**config.mk**
```make
export PLATFORM = sky130hd
export DESIGN_NAME = pat_series_cell
export DESIGN_NICKNAME = d
export VERILOG_FILES = /design/src/design/pressure_altitude_taylor_core_defines.svh /design/src/design/pat_pkg.sv /design/src/design/pat_series_cell.sv
export SDC_FILE = /design/constraint.sdc
export NUM_CORES = 1
export LEC_CHECK = 0
export BUFFER_PORTS_ARGS = -buffer_cell sky130_fd_sc_hd__buf_4
export CAP_MARGIN = 10
export CORE_MARGIN = 2
export CORE_UTILIZATION = 61
export DETAILED_ROUTE_END_ITERATION = 16
export PLACE_DENSITY = 0.82
export SETUP_SLACK_MARGIN = 0.05
export SKIP_LAST_GASP = 1
export SYNTH_ARGS = -nofsm -noshare
export SYNTH_HDL_FRONTEND = slang
export SYNTH_SLANG_ARGS = --single-unit
```
**constraint.sdc**
```tcl
create_clock -name i_clk -period 6.8 [get_ports i_clk]
set_clock_uncertainty 0.15 [all_clocks]
set_input_delay 0.68 -clock i_clk [delete_from_list [all_inputs] [get_ports i_clk]]
set_output_delay 0.68 -clock i_clk [all_outputs]
set_load 0.02 [all_outputs]
```
**src/design/pressure_altitude_taylor_core_defines.svh**
```systemverilog
// Assertion macros shared by the pressure altitude core.
// Depends on nothing; the including module must provide i_clk and i_rst_n.
`ifndef PRESSURE_ALTITUDE_TAYLOR_CORE_DEFINES_SVH
`define PRESSURE_ALTITUDE_TAYLOR_CORE_DEFINES_SVH

// Same-cycle implication, checked out of reset.
`define PAT_ASSERT_IMP(lbl, ante, cons, msg) \
    lbl: assert property (@(posedge i_clk) disable iff (!i_rst_n) (ante) |-> (cons)) \
        else $error(msg);

// Next-cycle implication, checked out of reset.
`define PAT_ASSERT_NXT(lbl, ante, cons, msg) \
    lbl: assert property (@(posedge i_clk) disable iff (!i_rst_n) (ante) |=> (cons)) \
        else $error(msg);

`endif

```
**src/design/pat_pkg.sv**
```systemverilog
// Shared types and constants for the pressure altitude core.
// No dependencies.
`timescale 1ns / 1ps

package pat_pkg;

    // Width of the pressure fraction and of the quotient.
    localparam int FRAC_W     = 16;
    localparam int ACC_W      = 32;
    localparam int PRESS_W    = 17;
    // Reciprocal precision for division by a small constant.
    localparam int RECIP_SHIFT = 29;
    localparam int RECIP_W     = RECIP_SHIFT + 1;

    // Register indexes on the configuration port.
    typedef enum logic [1:0] {
        REG_BASE_PRESSURE = 2'd0,
        REG_INV_EXP_SCALE = 2'd1,
        REG_ALT_SCALE     = 2'd2
    } t_reg_idx;

    // Data moving through the divider cells.
    typedef struct packed {
        logic              nbb;
        logic              zero;
        logic [FRAC_W-1:0] rem;
        logic [FRAC_W-1:0] den;
        logic [FRAC_W-1:0] quo;
    } t_div_data;

    // Data moving through the series cells.
    typedef struct packed {
        logic              nbb;
        logic [FRAC_W-1:0] x;
        logic [FRAC_W-1:0] pw;
        logic [ACC_W-1:0]  acc;
    } t_ser_data;

    // n! for small n.
    function automatic int factorial(input int n);
        int f;
        f = 1;
        for (int k = 2; k <= n; k++) begin
            f = f * k;
        end
        return f;
    endfunction

endpackage

```
**src/design/pat_series_cell.sv**
```systemverilog
// One power-series cell: adds or subtracts power/DIVISOR and forms the next power.
// Depends on pat_pkg.
`timescale 1ns / 1ps

module pat_series_cell #(
    parameter int DIVISOR = 1,
    parameter bit SUB     = 1'b0
) (
    input  logic               i_clk,
    input  logic               i_en,
    input  pat_pkg::t_ser_data i_d,
    output pat_pkg::t_ser_data o_d
);
    import pat_pkg::*;

    // Rounded-up reciprocal; exact quotient for 16-bit powers and DIVISOR below 8192.
    localparam logic [RECIP_W-1:0] RECIP = (DIVISOR == 1) ?
        RECIP_W'(64'd1 << RECIP_SHIFT) : RECIP_W'((64'd1 << RECIP_SHIFT) / DIVISOR + 1);

    logic [FRAC_W+RECIP_W-1:0] w_qprod;
    logic [2*FRAC_W-1:0]       w_pprod;
    logic [ACC_W-1:0]          w_term;
    t_ser_data                 n_d;
    t_ser_data                 r_d;

    // Term division by reciprocal, accumulation, and next power.
    always_comb begin
        w_qprod = FRAC_W'(i_d.pw) * RECIP;
        w_pprod = i_d.pw * i_d.x;
        w_term  = ACC_W'(w_qprod[RECIP_SHIFT +: FRAC_W]);
        n_d     = i_d;
        n_d.pw  = w_pprod[2*FRAC_W-1:FRAC_W];
        n_d.acc = SUB ? (i_d.acc - w_term) : (i_d.acc + w_term);
    end

    always_ff @(posedge i_clk) begin
        if (i_en) begin
            r_d <= n_d;
        end
    end

    assign o_d = r_d;

endmodule

```
; ---- Yosys cells after proc, flatten, opt, wreduce, memory -nomap -nowiden
; Cells that the tools add are included.
[op_classes]
addsub = 1
multipliers = 1
n_div = 0
n_lt_le_gt_ge = 0
n_eq_ne = 0
shift = 0
muxes = 0
bitwise_logic = 0
reduce_logical = 0
[ops]
columns = cell, n
row1 = $add 32x16->32, 1
row2 = $mul 16x16->32, 1
[word_totals]
register_bits = 65
latchBits = 0
ram_bits = 0
mem_bits_ro = 0
input_bits = 67
output_inout_bits = 65
word_cells = 6
n_memories = 0

; ---- Longest topological paths before layout
[depth]
word_depth = 1
mapped_depth = 23
ltp_nobuf = 21

; ---- Worst setup path before layout
; No wires, ideal clock.
[synth_path]
path_kind = input -> register
startpoint = input port i_d[39] in the netlist's numbering
endpoint = register r_d (netlist bit o_d[47]), data pin
setup_ps = 263
arrival_ps = 5720
t_required_ps = 6387
setup_slack_ps = 667
cell_stages = 22
path_buffers = 1
path_cell_list = clkbuf_1 > nand2_1 > fa_1 > inv_1 > fa_1 > inv_1 > fa_1 > inv_1 > fa_1 > fa_1 > inv_1 > fa_1 > inv_1 > ha_1 > nand4_1 > nor2_1 > a221oi_2 > nand3_2 > o221ai_4 > o21ai_2 > nor4_1 > nor3_1
[synth_lines]
columns = item, line_no
row1 = "start, declared", pat_series_cell.sv:11  ; input pat_pkg::t_ser_data i_d,
row2 = "end signal, assigned", pat_series_cell.sv:38  ; r_d <= n_d;
row3 = "end, declared", pat_series_cell.sv:24  ; t_ser_data r_d;

==> implementation parameters <==
Parameter                              Value

Power and ir drop
  Switching Power    2880 µW
  Largest vdd supply drop    0.000873 V
  Static leakage    0.00621 µW
  Power Dens Cells    470 nW/µm²
  Switching share of total power    48.8%
  Total power    5900 µW
  Clk pwr share    8.6%
  Sequential group share of total power    12.6%
  Internal power    3020 µW
  Combinational group share of total power    78.8%

CTS
  Clock buffer count from CTS    9
  Clock-pin slew reported for the worst setup and hold paths after clock tree synthesis    0.07 ns
  Total of hold buffers inserted after clock tree synthesis    0
  Resized cells post-CTS    0
  Clock Root Buffer    sky130_fd_sc_hd__clkbuf_16
  CTS tree    yes
  Sinks on Clock Net    65
  H-tree Lvls    3
  Clock Path Buffers    2
  Post-CTS Repair Setup Buffers    0

Yosys
  Mean instance size in the synthesized netlist    9.84 µm²
  Number of storage elements in the synthesis netlist    65
  Fraction of the yosys area taken by sequential cells    17.6%
  Cell count after synthesis    1128
  Yosys cell types    50
  Count of synthesis-stage warnings from yosys    0
  Most frequently used flop master after synthesis    sky130_fd_sc_hd__edfxtp_1
  Syn_nets    1506
  Proportion of synthesized flip-flops having asynchronous set or reset    0%
  Post-synth design cell area    11100 µm²
  Number of enable-type register cells in the synthesized netlist    65

Floorplan
  Row count    49
  IO Count    132
  Die Height    139 µm
  Core region area    17900 µm²
  Initial cell density of the core    62.0%
  Area of the die    19300 µm²
  X dimension of the die    139 µm

GRT
  Maximum number of pins on one net before global-route repair    66
  GRT Residual Overflow    0
  Overall fraction of global-route tracks in use    29.4%
  Initial antenna violation count    0
  First-pass GRT wire length    44900 µm
  Vias in the first global route    9370

Route
  Starting DRC count in detailed routing    625
  Detail Route met2 WL    13400 µm
  M1 WL    10100 µm
  First-pass iteration count of the detailed router    5
  Routed wirelength normalized by instance count    17.9 µm
  Final routed DRC violation total    0
  Highest routed layer    met4
  Via density    5.68
  Antenna Nets Post-Route    0
  Total wire length    26300 µm
  Vias post-DR    8338
  Sum of met3 wire segment lengths after detailed routing    1800 µm

Place
  Final GP Congestion    0.905
  IO Port Bufs    131
  Detailed placement HPWL    19700 µm
  Area after detailed placement    12200 µm²

Cells and area
  Largest register FFs    65
  Finished layout cell area    12500 µm²
  Final Net Count    1613
  Area growth from synthesis to layout    13.0%
  Most frequent cells in the layout    sky130_fd_sc_hd__inv_1, sky130_fd_sc_hd__fa_1, sky130_fd_sc_hd__nand2_1, sky130_fd_sc_hd__buf_4, sky130_fd_sc_hd__and2_1
  Core utilization of the finished layout    70.1%
  Most common cell after layout, fill and taps aside    sky130_fd_sc_hd__inv_1
  Antenna Diode Count    0
  Layout cell share with drive strength beyond 1    13.1%

Timing
  Timing-limited maximum frequency    0.162 GHz
  Final critical delay including setup and external delays    6.19 ns
  Count of pins over their slew limit    0
  Setup TNS after final layout    0 ns
  Unrepaired setup endpoints after global routing    false
  Hold Fails Final Rpt    0
  Min Hold Slack    0.350 ns
  Portion of the clock cycle consumed by the worst path in the final layout    91.0%
  Setup Viol. Count Final    0
  Max-slew headroom at the worst pin    38.4%
  Transition time of the tightest slew-check pin    0.924 ns

Setup path
  Ordered list of cells on the worst path    buf_4, nand2_1, fa_1, inv_1, fa_1, inv_1, fa_1, inv_1, fa_1, fa_1, inv_1, fa_1, inv_1, ha_1, nand3_1, nor4_1, nand3_1, nand3_2, o221ai_4, o21ai_2, and4_4, nor3_1
  Data required, critical path    6.75 ns
  Slowest cell on crit path    sky130_fd_sc_hd__fa_1
  Arrival @ worst endpoint    6.14 ns
  Crit end category    register
  Largest incremental delay on the critical path    0.55 ns
  Critical path class    input pin to register
  Library cell appearing most often on the critical path    sky130_fd_sc_hd__fa_1
  Worst-path maximum fanout    17
  Worst Setup Start Kind    input pin

Worst hold path
  Min-delay src    i_d[64]
  Worst hold stages    1
  Hold Path Sink    o_d[64]$_DFFE_PP_
  Type of the most critical hold path    input pin to register

Run status
  Outcome    finished, final reports clean

Job
  Reported max-cap violation count    0
[synthesized netlist by cell type, drive strengths merged, types with 12 or more instances]
master / number / area [µm²]
xnor2: 35 / 307
and2: 119 / 744
a21o: 15 / 114
fa: 194 / 3880
clkbuf: 33 / 124
o21ai: 16 / 87.6
edfxtp: 65 / 1950
nor2: 20 / 75.1
ha: 117 / 1460
nand2: 153 / 574
nand3: 17 / 90.1
inv: 228 / 856
nand4: 12 / 75.1
a21oi: 34 / 178
[power groups by stage]
stage / Sequential, µW / Combinational (µW) / Clock [µW]
finish: 743 / 4650 / 508
global route: 751 / 5360 / 522
CTS: 745 / 4690 / 512
detailed placement: 751 / 4650 / 0
global placement: 750 / 4490 / 0
floorplan: 855 / 3540 / 0
[per-layer routing]
layer | vias up | GRT usage, %
met1 | 4167 | 36.7
met3 | 75 | 4.94
li1 | 3726 | -
met2 | 370 | 51.4
met4 | 0 | 11.4
met5 | - | 0
[stage by stage]
stage / setup slack [ns] / instances
2_1_floorplan: 0.667 / 1128
3_3_place_gp: 0.414 / 1453
3_5_place_dp: 0.246 / 1453
4_1_cts: 0.624 / 1469
5_1_grt: 0.336 / 1469
6_report: 0.613 / 1469
[how the worst max path moves through the flow]
stage            start                end  depth (start not counted)
3_5_place_dp   i_d[55]  o_d[47]$_DFFE_PP_                         22
2_1_floorplan  i_d[39]  o_d[47]$_DFFE_PP_                         22
4_1_cts        i_d[55]  o_d[47]$_DFFE_PP_                         22
5_1_grt        i_d[55]  o_d[47]$_DFFE_PP_                         22
3_3_place_gp   i_d[58]  o_d[47]$_DFFE_PP_                         21
6_report       i_d[55]  o_d[47]$_DFFE_PP_                         22
[kinds of logic (layout without fill, tap and decap cells)]
| kind of cell | count (synthesis) | after routing | synth area share [%] |
|---|---|---|---|
| AND/OR/NAND/NOR | 344 | 344 | 15.4 |
| adder cells (fa/ha/maj) | 311 | 311 | 48.2 |
| buffers and inverters | 264 | 376 | 9.02 |
| AO/OA/AOI/OAI | 98 | 98 | 6.21 |
| flip-flops | 65 | 65 | 17.6 |
| XOR/XNOR | 46 | 46 | 3.63 |
[critical path: cells and delay by family]
kind	cells	cell delay [ns]
and+or+nand+nor	7	1.15
AOI/OAI and AO/OA	2	0.44
buffers and inverters	6	0.47
adders and majority gates	7	3.37
[cell type report]
type	count	area (µm²)
fillers	1330	5360
clock inverters	7	86.3
repair buffers	132	991
clock buffers	9	225
well taps	229	287
inverters	228	856
flip-flops and latches	65	1950
multi-input cells	799	8150
Note: power is estimated with default switching activity, not from simulation.
