`src/design/pressure_altitude_taylor_core_defines.svh`:
```
// Assertion macros shared by the pressure altitude core.
// Depends on nothing; the including module must provide i_clk and i_rst_n.
`ifndef PRESSURE_ALTITUDE_TAYLOR_CORE_DEFINES_SVH
`define PRESSURE_ALTITUDE_TAYLOR_CORE_DEFINES_SVH

// Same-cycle implication, checked out of reset.
`define PAT_ASSERT_IMP(lbl, ante, cons, msg) \
    lbl: assert property (@(posedge i_clk) disable iff (!i_rst_n) (ante) |-> (cons)) \
        else $error(msg);

// Next-cycle implication, checked out of reset.
`define PAT_ASSERT_NXT(lbl, ante, cons, msg) \
    lbl: assert property (@(posedge i_clk) disable iff (!i_rst_n) (ante) |=> (cons)) \
        else $error(msg);

`endif

```
`src/design/pat_pkg.sv`:
```
// Shared types and constants for the pressure altitude core.
// No dependencies.
`timescale 1ns / 1ps

package pat_pkg;

    // Width of the pressure fraction and of the quotient.
    localparam int FRAC_W     = 16;
    localparam int ACC_W      = 32;
    localparam int PRESS_W    = 17;
    // Reciprocal precision for division by a small constant.
    localparam int RECIP_SHIFT = 29;
    localparam int RECIP_W     = RECIP_SHIFT + 1;

    // Register indexes on the configuration port.
    typedef enum logic [1:0] {
        REG_BASE_PRESSURE = 2'd0,
        REG_INV_EXP_SCALE = 2'd1,
        REG_ALT_SCALE     = 2'd2
    } t_reg_idx;

    // Data moving through the divider cells.
    typedef struct packed {
        logic              nbb;
        logic              zero;
        logic [FRAC_W-1:0] rem;
        logic [FRAC_W-1:0] den;
        logic [FRAC_W-1:0] quo;
    } t_div_data;

    // Data moving through the series cells.
    typedef struct packed {
        logic              nbb;
        logic [FRAC_W-1:0] x;
        logic [FRAC_W-1:0] pw;
        logic [ACC_W-1:0]  acc;
    } t_ser_data;

    // n! for small n.
    function automatic int factorial(input int n);
        int f;
        f = 1;
        for (int k = 2; k <= n; k++) begin
            f = f * k;
        end
        return f;
    endfunction

endpackage

```
`src/design/pat_div_cell.sv`:
```
// One restoring-division cell: produces one quotient bit per beat.
// Depends on pat_pkg.
`timescale 1ns / 1ps

module pat_div_cell (
    input  logic              i_clk,
    input  logic              i_en,
    input  pat_pkg::t_div_data i_d,
    output pat_pkg::t_div_data o_d
);
    import pat_pkg::*;

    logic [FRAC_W:0] w_shift;
    logic [FRAC_W:0] w_diff;
    logic            w_bit;
    t_div_data       n_d;
    t_div_data       r_d;

    // Shift the remainder and try a subtraction of the divisor.
    always_comb begin
        w_shift = {i_d.rem, 1'b0};
        w_diff  = w_shift - {1'b0, i_d.den};
        w_bit   = (w_shift >= {1'b0, i_d.den});
        n_d      = i_d;
        n_d.rem  = w_bit ? w_diff[FRAC_W-1:0] : w_shift[FRAC_W-1:0];
        n_d.quo  = {i_d.quo[FRAC_W-2:0], w_bit};
    end

    always_ff @(posedge i_clk) begin
        if (i_en) begin
            r_d <= n_d;
        end
    end

    assign o_d = r_d;

endmodule

```
`config.mk`:
```
export PLATFORM = sky130hd
export DESIGN_NAME = pat_div_cell
export DESIGN_NICKNAME = d
export VERILOG_FILES = /design/src/design/pressure_altitude_taylor_core_defines.svh /design/src/design/pat_pkg.sv /design/src/design/pat_div_cell.sv
export SDC_FILE = /design/constraint.sdc
export NUM_CORES = 1
export LEC_CHECK = 0
export BUFFER_PORTS_ARGS = -buffer_cell sky130_fd_sc_hd__buf_4
export CORE_MARGIN = 2
export CORE_UTILIZATION = 38
export CTS_BUF_LIST = sky130_fd_sc_hd__clkbuf_2
export DETAILED_ROUTE_END_ITERATION = 12
export RECOVER_POWER = 50
export REMOVE_ABC_BUFFERS = 1
export SYNTH_ARGS = -nofsm -noshare
export SYNTH_HDL_FRONTEND = slang
export SYNTH_SLANG_ARGS = --single-unit
export TNS_END_PERCENT = 30
```
`constraint.sdc`:
```
create_clock -name i_clk -period 5 [get_ports i_clk]
set_clock_uncertainty 0.2 [all_clocks]
set_input_delay 0.5 -clock i_clk [delete_from_list [all_inputs] [get_ports i_clk]]
set_output_delay 0.5 -clock i_clk [all_outputs]
set_load 0.05 [all_outputs]
```
-- Word level (Yosys, flattened, before mapping)
Cells that the tools add are included.
W data, S select, Z words.
- bits in registers: 50
- bits in latches: 0
- bits in writable memories: 0
- ROM bits: 0
- output and inout port bits: 50
- word-level logic and storage cells: 9
- memories: 0
- add/subtract/negate cells: 1
- $mul: 0
- div/mod/pow operators: 0
- $lt $le $gt $ge: 1
- eq/ne operators: 0
- shift operators: 0
- multiplexer cells: 1
- bitwise operators: 0
- reductions and logical operators: 0
- operators with widths (cell ; count):
    $ge A17 B16 Y1 ; 1
    $mux W16 ; 1
    $sub A16 B16 Y16 ; 1

-- Depth between registers and ports, before layout
Gate-level depths: netlist of run 1.
- word-level depth: 2
- depth in mapped cells: 10
- mapped depth without buffers: 9

-- Least setup slack after synthesis of run 1
Ideal clock, no wire load.
- path kind: input to register
- start point: in i_d[17] (netlist bit)
- end point: reg r_d (netlist bit o_d[39]) (data pin)
- arrival: 2446 ps
- path slack: 2093 ps
- cell stages on the path: 10
- path buffers: 2
- cell sequence: inv_1 -> ha_1 -> ha_1 -> nand4_1 -> nor4_1 -> or4_4 -> o31a_1 -> buf_6 -> buf_12 -> mux2_4
- RTL lines (item ; line ; RTL):
    start, declared ; pat_div_cell.sv:8 ; input pat_pkg::t_div_data i_d,
    end signal, assigned ; pat_div_cell.sv:31 ; r_d <= n_d;
    end, declared ; pat_div_cell.sv:17 ; t_div_data r_d;

==> results by group, run 1 <==
Placement
  • GPL Wtd Cong: 0.7546
  • Post-DP HPWL: 3.901 mm
  • Inst Count DP: 379
  • Port Buf Inserts: 100

Synth
  • Cell Area, Synth: 2602 um2
  • Synth cell count leaders: edfxtp_1 (50), inv_1 (20), ha_1 (16)
  • Leading area contributor after synthesis: edfxtp_1
  • Area share of the largest cell type after synthesis: 57.69%
  • Syn_area_per_cell: 12.95 um2
  • Number of synthesized flops with an enable pin: 50
  • Synth cell types: 41
  • Most common cell in the synthesized netlist: edfxtp_1
  • Synth Flop Type: edfxtp_1
  • Async S/R FF share, synth: 0%
  • Sequential share of the synthesized area: 57.69%
  • Post-Syn Instances: 201
  • Synth warn: 0
  • Seq cells post-synth: 50
  • Largest cells by area after synthesis: edfxtp_1 (58%), ha_1 (7.7%), mux2_4 (4.0%), inv_1 (2.9%), mux2_2 (2.6%)

Min path
  • Hold_sp: i_d[5]
  • Hold path depth: 1
  • Hold Crit Class: in -> reg
  • Hold Path Sink: o_d[6]

Worst setup path
  • Worst setup path class: in -> reg
  • Worst setup startpoint: i_d[18]
  • CP Launch Type: primary input
  • CP required: 5.01 ns
  • Worst EP arrival: 3.55 ns
  • Max incr delay on CP: 0.84 ns
  • Critical-path cell list: dlygate4sd3_1, clkbuf_4, inv_1, ha_1, o21ai_0, a21oi_1, o31ai_1, a21oi_1, o31a_1, mux2_2
  • CP Capture Type: register
  • Largest fanout on the critical path: 16
  • CP max stage cell: o31a_1
  • Critical Path Most Common Cell: a21oi_1

Route
  • Post-route ant nets: 0
  • Vias per Instance: 4.896
  • DR WL/cell: 13.37 um
  • First drt pass iteration count: 4
  • # DRC: 0
  • 1st-iter DRT viols: 93
  • DR vias: 1983
  • Final wirelength: 5.416 mm

Finish
  • Final Non-Filler Cells: 405
  • Max reg flops: 50
  • Area of the multi-input gates: 994.7 um2
  • NumNets Final: 393
  • Syn-to-layout area delta: 40.29%
  • Diode count: 0
  • Area occupied by registers: 1501 um2
  • Filler Cell Count: 606
  • Share of layout cells above drive strength 1: 37.85%

Flow run
  • Max-cap check violation count: 1

STA
  • Max Clock Freq: 0.2831 GHz
  • Fin crit period: 3.533 ns
  • Worst rel slew slack: -74.91%
  • Slew @ Worst Pin: 2.624 ns
  • Setup_tns: 0 ns
  • Final slew viol count: 51
  • RSZ-0062 raised after global routing: false
  • Hold Vio Cnt, Final: 0
  • Final worst path period share: 70.66%
  • Final setup vio count: 0

Die
  • I/O pins: 102
  • Die Wd: 86.76 um
  • Die height: 86.76 um
  • Core Area: 6719 um2
  • Initial Utilization: 38.73%
  • Std-Cell Rows: 30
  • DIE AREA: 7526 um2

GRT
  • Largest net degree at the start of global routing: 51
  • First-pass GRT wire length: 8.376 mm
  • Total global routing overflow: 0
  • Gr usage total: 13.95%
  • Initial antenna violation count: 0
  • Vias in the first global route: 1835

Clock tree
  • Resized cells post-CTS: 0
  • Post-CTS Setup Bufs: 0
  • Clock Path Buffers: 2
  • TritonCTS buffer count: 5
  • H-tree levels: 2
  • Clock-pin transition on the worst setup and hold timing paths: 0.24 ns
  • Root Driver: clkbuf_2
  • CTS Hold Bufs: 0
  • TritonCTS clock tree: done
  • Clk sinks: 50

Outcome
  • Outcome: finished, violations left
  • Failing checks: capacitance limit, slew limit

Pwr
  • Pwr Density: 318.2 nW/um2
  • Lkg Pwr: 1.590 nW
  • Peak supply drop: 0.0001248 V
[cells in the final DEF (no fill, tap or decap), drive strengths merged, types with 2 or more instances in the layout]
cell type | Yosys | final
ha | 16 | 16
o21ai | 11 | 11
a21oi | 13 | 13
a211oi | 3 | 3
nor2 | 13 | 13
nand3 | 5 | 5
nor2b | 3 | 3
edfxtp | 50 | 50
clkbuf | 0 | 40
o41ai | 2 | 2
nand2 | 11 | 11
xnor2 | 5 | 5
o21a | 2 | 2
o31a | 2 | 2
nand2b | 4 | 4
inv | 20 | 20
or4 | 2 | 2
buf | 2 | 66
nand4 | 2 | 2
xor2 | 5 | 5
dlygate4sd3 | 0 | 18
nor3 | 2 | 2
mux2 | 13 | 13
[worst max path at each step]
| stage | slack [ns] | cells after the start | to |
|---|---|---|---|
| 2_1_floorplan | 2.07 | 8 | o_d[39] |
| 3_3_place_gp | 1.51 | 7 | o_d[47] |
| 3_5_place_dp | 1.50 | 9 | o_d[47] |
| 4_1_cts | 2.00 | 9 | o_d[38] |
| 5_1_grt | 1.23 | 10 | o_d[35] |
| 6_report | 1.47 | 10 | o_d[38] |
[stage by stage]
stage	instance area, um2	utilization [%]	power (mW)	hold slack [ns]	worst slack, ns
2_1_floorplan	2571	-	0.8180	0.3989	2.067
3_3_place_gp	3422	50.93	0.9441	0.4783	1.513
3_5_place_dp	3422	50.93	0.9482	0.4793	1.503
4_1_cts	3490	51.94	1.163	0.007925	2.001
5_1_grt	3651	54.34	1.221	0.01770	1.229
6_report	3651	54.34	1.162	0.06351	1.467
[metal layers]
metal,vias up,part of all wire [%],GRT usage (%)
met5,-,0,0
met4,0,1.3,4.688
met2,76,48,22.94
met1,910,44,17.92
met3,6,6.9,3.619
li1,991,-,-
[critical path: cells and delay by family]
kind	cells	cell delay, ns
buffers and inverters	3	0.68
multiplexers	1	0.41
AO/OA/AOI/OAI	5	1.59
adder cells (fa/ha/maj)	1	0.35
[area by class of cell]
cell class              count  share of cell area [%]
clock inverters             2                   1.028
inverters                  20                   2.056
repair buffers            118                   24.98
multi-input cells         129                   27.24
flip-flops and latches     50                   41.12
well taps                  80                   2.742
clock buffers               6                  0.8225
[power breakdown]
part | total, mW | leakage, nW | switching, mW | internal (mW)
clock network | 0.216 | 0.0392 | 0.130 | 0.0863
logic | 0.418 | 1.06 | 0.259 | 0.159
registers | 0.527 | 0.489 | 0.0116 | 0.516
total | 1.16 | 1.59 | 0.401 | 0.761
[cells by family (layout without fill, tap and decap cells)]
logic type	Yosys count	count (layout)	synth area share [%]
DFF	50	50	57.69
buffers and inverters	22	146	4.086
xor gates and xnor gates	10	10	3.365
muxes	14	14	7.019
adders and majority gates	17	17	8.461
and+or+nand+nor	47	47	9.568
AOI/OAI and AO/OA	41	41	9.808
No activity file was read; power rests on OpenSTA's default activity.
==> run 2: changes to the inputs <==
--- a/config.mk
+++ b/config.mk
@@ -10,6 +10,7 @@
 export CORE_UTILIZATION = 38
 export CTS_BUF_LIST = sky130_fd_sc_hd__clkbuf_2
 export DETAILED_ROUTE_END_ITERATION = 12
+export PLACE_DENSITY = 0.67
 export RECOVER_POWER = 50
 export REMOVE_ABC_BUFFERS = 1
 export SYNTH_ARGS = -nofsm -noshare
==> constraint.sdc (replaced) <==
create_clock -name i_clk -period 3.25 [get_ports i_clk]
set_clock_uncertainty 0.2 [all_clocks]
set_input_delay 0.325 -clock i_clk [delete_from_list [all_inputs] [get_ports i_clk]]
set_output_delay 0.325 -clock i_clk [all_outputs]
set_load 0.05 [all_outputs]
==> run 2 against run 1 <==
The run still ends with capacitance limit, slew limit left. Cell count is 7.7% higher. Largest cell class unchanged. Via count is 8.3% higher. Critical path depth is 1 higher.
==> results by group, run 2 (synthesis results as in run 1) <==
Outcome
  • Outcome: finished, violations left (unchanged)
  • Failing checks: capacitance limit, slew limit (unchanged)

Finish
  • Max reg flops: 50 (unchanged)
  • NumNets Final: 425 (was 393)
  • Diode count: 0 (unchanged)
  • Area of the multi-input gates: 994.7 um2 (unchanged)
  • Most frequent cells in the layout: buf_4 (69), edfxtp_1 (50), dlygate4sd3_1 (47) (was buf_4 (66), edfxtp_1 (50), clkbuf_4 (29))
  • Most common cell after layout, fill and taps aside: buf_4 (unchanged)
  • Final Cell Area: 3940 um2 (was 3651 um2)
  • Filler Cell Count: 567 (was 606)
  • Syn-to-layout area delta: 51.39% (was 40.29%)
  • Share of layout cells above drive strength 1: 35.39% (was 37.85%)
  • Area occupied by registers: 1501 um2 (unchanged)

STA
  • RSZ-0062 raised after global routing: false (unchanged)
  • Slew @ Worst Pin: 2.744 ns (was 2.624 ns)
  • Worst rel slew slack: -82.90% (was -74.91%)
  • Hold Vio Cnt, Final: 0 (unchanged)
  • Max Clock Freq: 0.3297 GHz
  • Final setup vio count: 0 (unchanged)
  • Final worst slack: 0.2171 ns (was 1.467 ns)
  • Setup_tns: 0 ns (unchanged)
  • Fin crit period: 3.033 ns
  • Final worst path period share: 93.32%
  • Final slew viol count: 51 (unchanged)

Worst setup path
  • CP Launch Type: primary input (unchanged)
  • Worst EP arrival: 3.06 ns (was 3.55 ns)
  • Critical-path cell list: dlygate4sd3_1, clkbuf_1, inv_1, ha_1, ha_1, nand4_1, nor4_1, or4_4, o31a_1, buf_4, mux2_4 (was dlygate4sd3_1, clkbuf_4, inv_1, ha_1, o21ai_0, a21oi_1, o31ai_1, a21oi_1, o31a_1, mux2_2)
  • Top delay family on crit path: buffers and inverters (was compound AO/OA/AOI/OAI gates)
  • CP max stage cell: dlygate4sd3_1 (was o31a_1)
  • CP required: 3.28 ns (was 5.01 ns)
  • Critical Path Most Common Cell: ha_1 (was a21oi_1)
  • Max incr delay on CP: 0.53 ns (was 0.84 ns)
  • CP Capture Type: register (unchanged)
  • Largest fanout on the critical path: 8 (was 16)
  • Worst setup path class: in -> reg (unchanged)
  • Worst Path Buf+Inv: 4 (was 3)

GRT
  • Total global routing overflow: 0 (unchanged)
  • Vias in the first global route: 2107 (was 1835)
  • First-pass GRT wire length: 9.473 mm (was 8.376 mm)
  • Initial antenna violation count: 0 (unchanged)
  • Largest net degree at the start of global routing: 51 (unchanged)
  • Gr usage total: 16.17% (was 13.95%)

Route
  • DR WL/cell: 13.61 um (was 13.37 um)
  • Vias per Instance: 4.927 (was 4.896)
  • # DRC: 0 (unchanged)
  • DR vias: 2148 (was 1983)
  • First drt pass iteration count: 4 (unchanged)
  • 1st-iter DRT viols: 93 (unchanged)
  • Final wirelength: 5.932 mm (was 5.416 mm)
  • Post-route ant nets: 0 (unchanged)

Die
  • Initial Utilization: 38.73% (unchanged)
  • Die Wd: 86.76 um (unchanged)
  • Die height: 86.76 um (unchanged)
  • Core Area: 6719 um2 (unchanged)
  • Std-Cell Rows: 30 (unchanged)
  • DIE AREA: 7526 um2 (unchanged)
  • I/O pins: 102 (unchanged)

Clock tree
  • TritonCTS buffer count: 5 (unchanged)
  • Clk sinks: 50 (unchanged)
  • Resized cells post-CTS: 0 (unchanged)
  • Root Driver: clkbuf_2 (unchanged)
  • TritonCTS clock tree: done (unchanged)
  • Clock-pin transition on the worst setup and hold timing paths: 0.24 ns (about the same)
  • H-tree levels: 2 (unchanged)
  • Clock Path Buffers: 2 (unchanged)

Pwr
  • Switching share of total power: 36.32% (was 34.51%)
  • Lkg Pwr: 1.711 nW (was 1.590 nW)
  • P_int: 1.114 mW (was 760.8 uW)
  • Peak supply drop: 0.0001853 V (was 0.0001248 V)
  • Combinational share of power: 39.0% (was 36.0%)
  • Clock Power Share: 14.5% (was 18.6%)
  • Seq pwr share: 46.5% (was 45.4%)
  • Psw: 635.5 uW (was 400.8 uW)
  • Pwr Density: 444.2 nW/um2 (was 318.2 nW/um2)

Placement
  • Worst slack at placement: 0.3580 ns (was 1.503 ns)
  • Post-DP Area: 3445 um2 (was 3422 um2)
  • GPL Wtd Cong: 0.7774 (was 0.7546)
  • Port Buf Inserts: 100 (unchanged)
  • Post-DP HPWL: 4.146 mm (was 3.901 mm)

Min path
  • Hold Crit Class: in -> reg (unchanged)

Flow run
  • Max-cap check violation count: 1 (unchanged)
run 2: cell count changes in the layout (fill, tap and decap cells not counted), sizes merged:
cell / delta
clkbuf: -1
clkinvlp: +1
dlygate4sd3: +29
bufinv: -1
buf: +3
run 2: timing repair:
item | in CTS | in global routing
hold endpoints to repair | 47 | 0
buffers inserted | 0 | 0
hold buffers | 47 | 0
run 2: stage by stage:
| stage | hold WS [ns] | utilization [%] | cells | power, mW |
|---|---|---|---|---|
| 6_report | 0.05419 | 58.64 | 436 | 1.750 |
| 5_1_grt | 0.02639 | 58.64 | 436 | 1.840 |
| 4_1_cts | 0.03631 | 58.86 | 436 | 1.769 |
| 3_5_place_dp | 0.3043 | 51.27 | 382 | 1.468 |
| 3_3_place_gp | 0.3033 | 51.27 | 382 | 1.458 |
| 2_1_floorplan | 0.2239 | - | 199 | 1.258 |
run 2: per-layer routing:
layer	vias up	routed length [um]	global-route usage, %
met5	-	0	0
met4	0	86	5.114
met3	8	380	3.524
met2	77	2901	28.60
met1	1008	2563	19.57
li1	1055	-	-
run 2: worst paths after layout:
kind | startpoint | slack [ns] | cells after the start | endpoint
worst max-delay path | i_d[17] | 0.22 | 11 | o_d[43]
worst min-delay path | i_d[32] | 0.05 | 3 | o_d[33]
run 2: worst min-delay path, delay by kind of cell:
family / cells / cell delay, ns
buffers and inverters: 2 / 0.13
multiplexers: 1 / 0.12
run 2: cell type report:
| type | count | share of cell area (%) |
|---|---|---|
| Sequential cell | 50 | 38.11 |
| Timing Repair Buffer | 150 | 31.18 |
| Multi-Input combinational cell | 129 | 25.25 |
| Tap cell | 80 | 2.540 |
| Inverter | 20 | 1.905 |
| Clock buffer | 5 | 0.6351 |
| Clock inverter | 2 | 0.3811 |
run 2: power groups by stage:
stage / Sequential, mW / Combinational [mW] / Clock, mW
final: 0.813 / 0.682 / 0.254
after global routing: 0.821 / 0.728 / 0.291
after CTS: 0.811 / 0.690 / 0.267
after detailed placement: 0.826 / 0.643 / 0
after global placement: 0.824 / 0.634 / 0
after floorplan: 1.06 / 0.195 / 0
==> run 3: changes to the inputs <==
==> constraint.sdc (replaced) <==
create_clock -name i_clk -period 3.25 [get_ports i_clk]
set_clock_uncertainty 0.2 [all_clocks]
set_input_delay 0.4875 -clock i_clk [delete_from_list [all_inputs] [get_ports i_clk]]
set_output_delay 0.4875 -clock i_clk [all_outputs]
set_load 0.05 [all_outputs]
==> run 3 against run 2 <==
The run still ends with capacitance limit, slew limit left. Total power up 4.0%. Clock power rose by 34%. Die area unchanged. Cell count fell by 3.2%. Utilization shrank 2.0 points. Maximum frequency is 1.4% lower. First-iteration DRC count grew 23%. Combinational power shrank 2%. Sequential power is essentially flat. Via count down 4.4%. Sequential cell count stayed put. Critical path type unchanged. Critical endpoint is now o_d[40].
==> results by group, run 3 (synthesis results as in run 1) <==
Route
  • Final wirelength: 5.888 mm (was 5.932 mm)
  • Vias per Instance: 4.865 (was 4.927)
  • DR WL/cell: 13.95 um (was 13.61 um)
  • 1st-iter DRT viols: 114 (was 93)
  • # DRC: 0 (unchanged)
  • First drt pass iteration count: 5 (was 4)
  • Post-route ant nets: 0 (unchanged)
  • DR vias: 2053 (was 2148)

STA
  • Hold Vio Cnt, Final: 0 (unchanged)
  • Final slew viol count: 51 (unchanged)
  • Worst rel slew slack: -80.51% (was -82.90%)
  • Setup_tns: 0 ns (unchanged)
  • Max Clock Freq: 0.3252 GHz (was 0.3297 GHz)
  • Slew @ Worst Pin: 2.708 ns (was 2.744 ns)
  • Final worst path period share: 94.62% (was 93.32%)
  • Fin crit period: 3.075 ns (was 3.033 ns)
  • RSZ-0062 raised after global routing: false (unchanged)
  • Final setup vio count: 0 (unchanged)

Finish
  • NumNets Final: 410 (was 425)
  • Max reg flops: 50 (unchanged)
  • Most frequent cells in the layout: buf_4 (70), edfxtp_1 (50), dlygate4sd3_1 (31) (was buf_4 (69), edfxtp_1 (50), dlygate4sd3_1 (47))
  • Share of layout cells above drive strength 1: 36.84% (was 35.39%)
  • Diode count: 0 (unchanged)
  • Syn-to-layout area delta: 46.30% (was 51.39%)
  • Most common cell after layout, fill and taps aside: buf_4 (unchanged)

Pwr
  • Pwr Total: 1.820 mW (was 1.750 mW)
  • Peak supply drop: 0.0002014 V (was 0.0001853 V)
  • Lkg Pwr: 1.660 nW (was 1.711 nW)
  • Pwr Density: 478.0 nW/um2 (was 444.2 nW/um2)

Worst setup path
  • CP max stage cell: dlygate4sd3_1 (unchanged)
  • Largest fanout on the critical path: 10 (was 8)
  • Critical-path cell list: dlygate4sd3_1, clkbuf_4, inv_1, ha_1, nand4_2, nor4_1, or4_4, o31a_1, buf_4, mux2_4 (was dlygate4sd3_1, clkbuf_1, inv_1, ha_1, ha_1, nand4_1, nor4_1, or4_4, o31a_1, buf_4, mux2_4)
  • Worst setup path class: in -> reg (unchanged)
  • CP Capture Type: register (unchanged)
  • Worst setup startpoint: i_d[27] (was i_d[17])
  • CP required: 3.26 ns (was 3.28 ns)
  • Worst Path Buf+Inv: 4 (unchanged)
  • CP Launch Type: primary input (unchanged)
  • Top delay family on crit path: buffers and inverters (unchanged)
  • Max incr delay on CP: 0.53 ns (about the same)
  • Worst EP arrival: 3.09 ns (was 3.06 ns)

Min path
  • Hold path depth: 1 (was 3)
  • Hold Crit Class: in -> reg (unchanged)
  • Hold Path Sink: o_d[17] (was o_d[33])
  • Hold_sp: i_d[17] (was i_d[32])

Clock tree
  • Clock Path Buffers: 2 (unchanged)
  • TritonCTS clock tree: done (unchanged)
  • H-tree levels: 2 (unchanged)
  • Clk sinks: 50 (unchanged)
  • Root Driver: clkbuf_2 (unchanged)
  • TritonCTS buffer count: 5 (unchanged)
  • Post-CTS Setup Bufs: 0 (unchanged)
  • Clock-pin transition on the worst setup and hold timing paths: 0.25 ns (was 0.24 ns)

GRT
  • Vias in the first global route: 1836 (was 2107)
  • Total global routing overflow: 0 (unchanged)
  • Initial antenna violation count: 0 (unchanged)
  • Gr usage total: 14.33% (was 16.17%)
  • First-pass GRT wire length: 8.514 mm (was 9.473 mm)
  • Largest net degree at the start of global routing: 51 (unchanged)

Die
  • I/O pins: 102 (unchanged)
  • Die Wd: 86.76 um (unchanged)
  • DIE AREA: 7526 um2 (unchanged)
  • Core Area: 6719 um2 (unchanged)
  • Initial Utilization: 38.73% (unchanged)
  • Die height: 86.76 um (unchanged)
  • Std-Cell Rows: 30 (unchanged)

Placement
  • Post-DP HPWL: 4.046 mm (was 4.146 mm)
  • Port Buf Inserts: 100 (unchanged)
  • GPL Wtd Cong: 0.7691 (was 0.7774)

Outcome
  • Failing checks: capacitance limit, slew limit (unchanged)
  • Outcome: finished, violations left (unchanged)

Flow run
  • Max-cap check violation count: 1 (unchanged)
[run 3: cell types whose count changed in the layout (fill, tap and decap cells not counted), sizes merged]
| cell | change |
|---|---|
| clkbuf | +1 |
| buf | +1 |
| bufinv | +1 |
| clkinvlp | -1 |
| dlygate4sd3 | -16 |
[run 3: how the worst max path moves through the flow]
stage,endpoint,cells after the start
after global routing,o_d[40],11
after CTS,o_d[40],10
after global placement,o_d[39],10
after floorplan,o_d[39],8
final,o_d[40],10
after detailed placement,o_d[39],10
[run 3: area by class of cell]
type                    count  area (um2)
multi-input cells         129       994.7
repair buffers            135        1069
fillers                   584        2912
clock inverters             2       37.54
inverters                  20       75.07
clock buffers               6       30.03
flip-flops and latches     50        1501
well taps                  80       100.1
[run 3: metrics by stage]
step | instance area, um2 | setup WS, ns | hold WS, ns | utilization [%] | std cells
detailed placement | 3452 | 0.2012 | 0.4671 | 51.38 | 383
finish | 3807 | 0.1750 | 0.1182 | 56.67 | 422
floorplan | 2571 | 0.3299 | 0.3864 | - | 199
CTS | 3580 | 0.6887 | 0.001277 | 53.28 | 397
global placement | 3452 | 0.2185 | 0.4657 | 51.38 | 383
global route | 3807 | 0.01112 | 0.08881 | 56.67 | 422
[run 3: power breakdown]
group          internal [mW]  switching (mW)
Clock                  0.133           0.208
Combinational          0.261           0.406
Sequential             0.794          0.0188
[run 3: layer usage]
layer  GRT usage, %  share of wire (%)  up-vias
li1               -                  -     1022
met1          17.74                 44      938
met2          24.13                 47       89
met3          4.667                8.3        4
met4          3.835               0.93        0
met5              0                  0        -
[run 3: repair_timing]
| action | in CTS | in global routing |
|---|---|---|
| hold buffers | 6 | 25 |
| hold endpoints to repair | 6 | 25 |
| resized for setup | 0 | 0 |
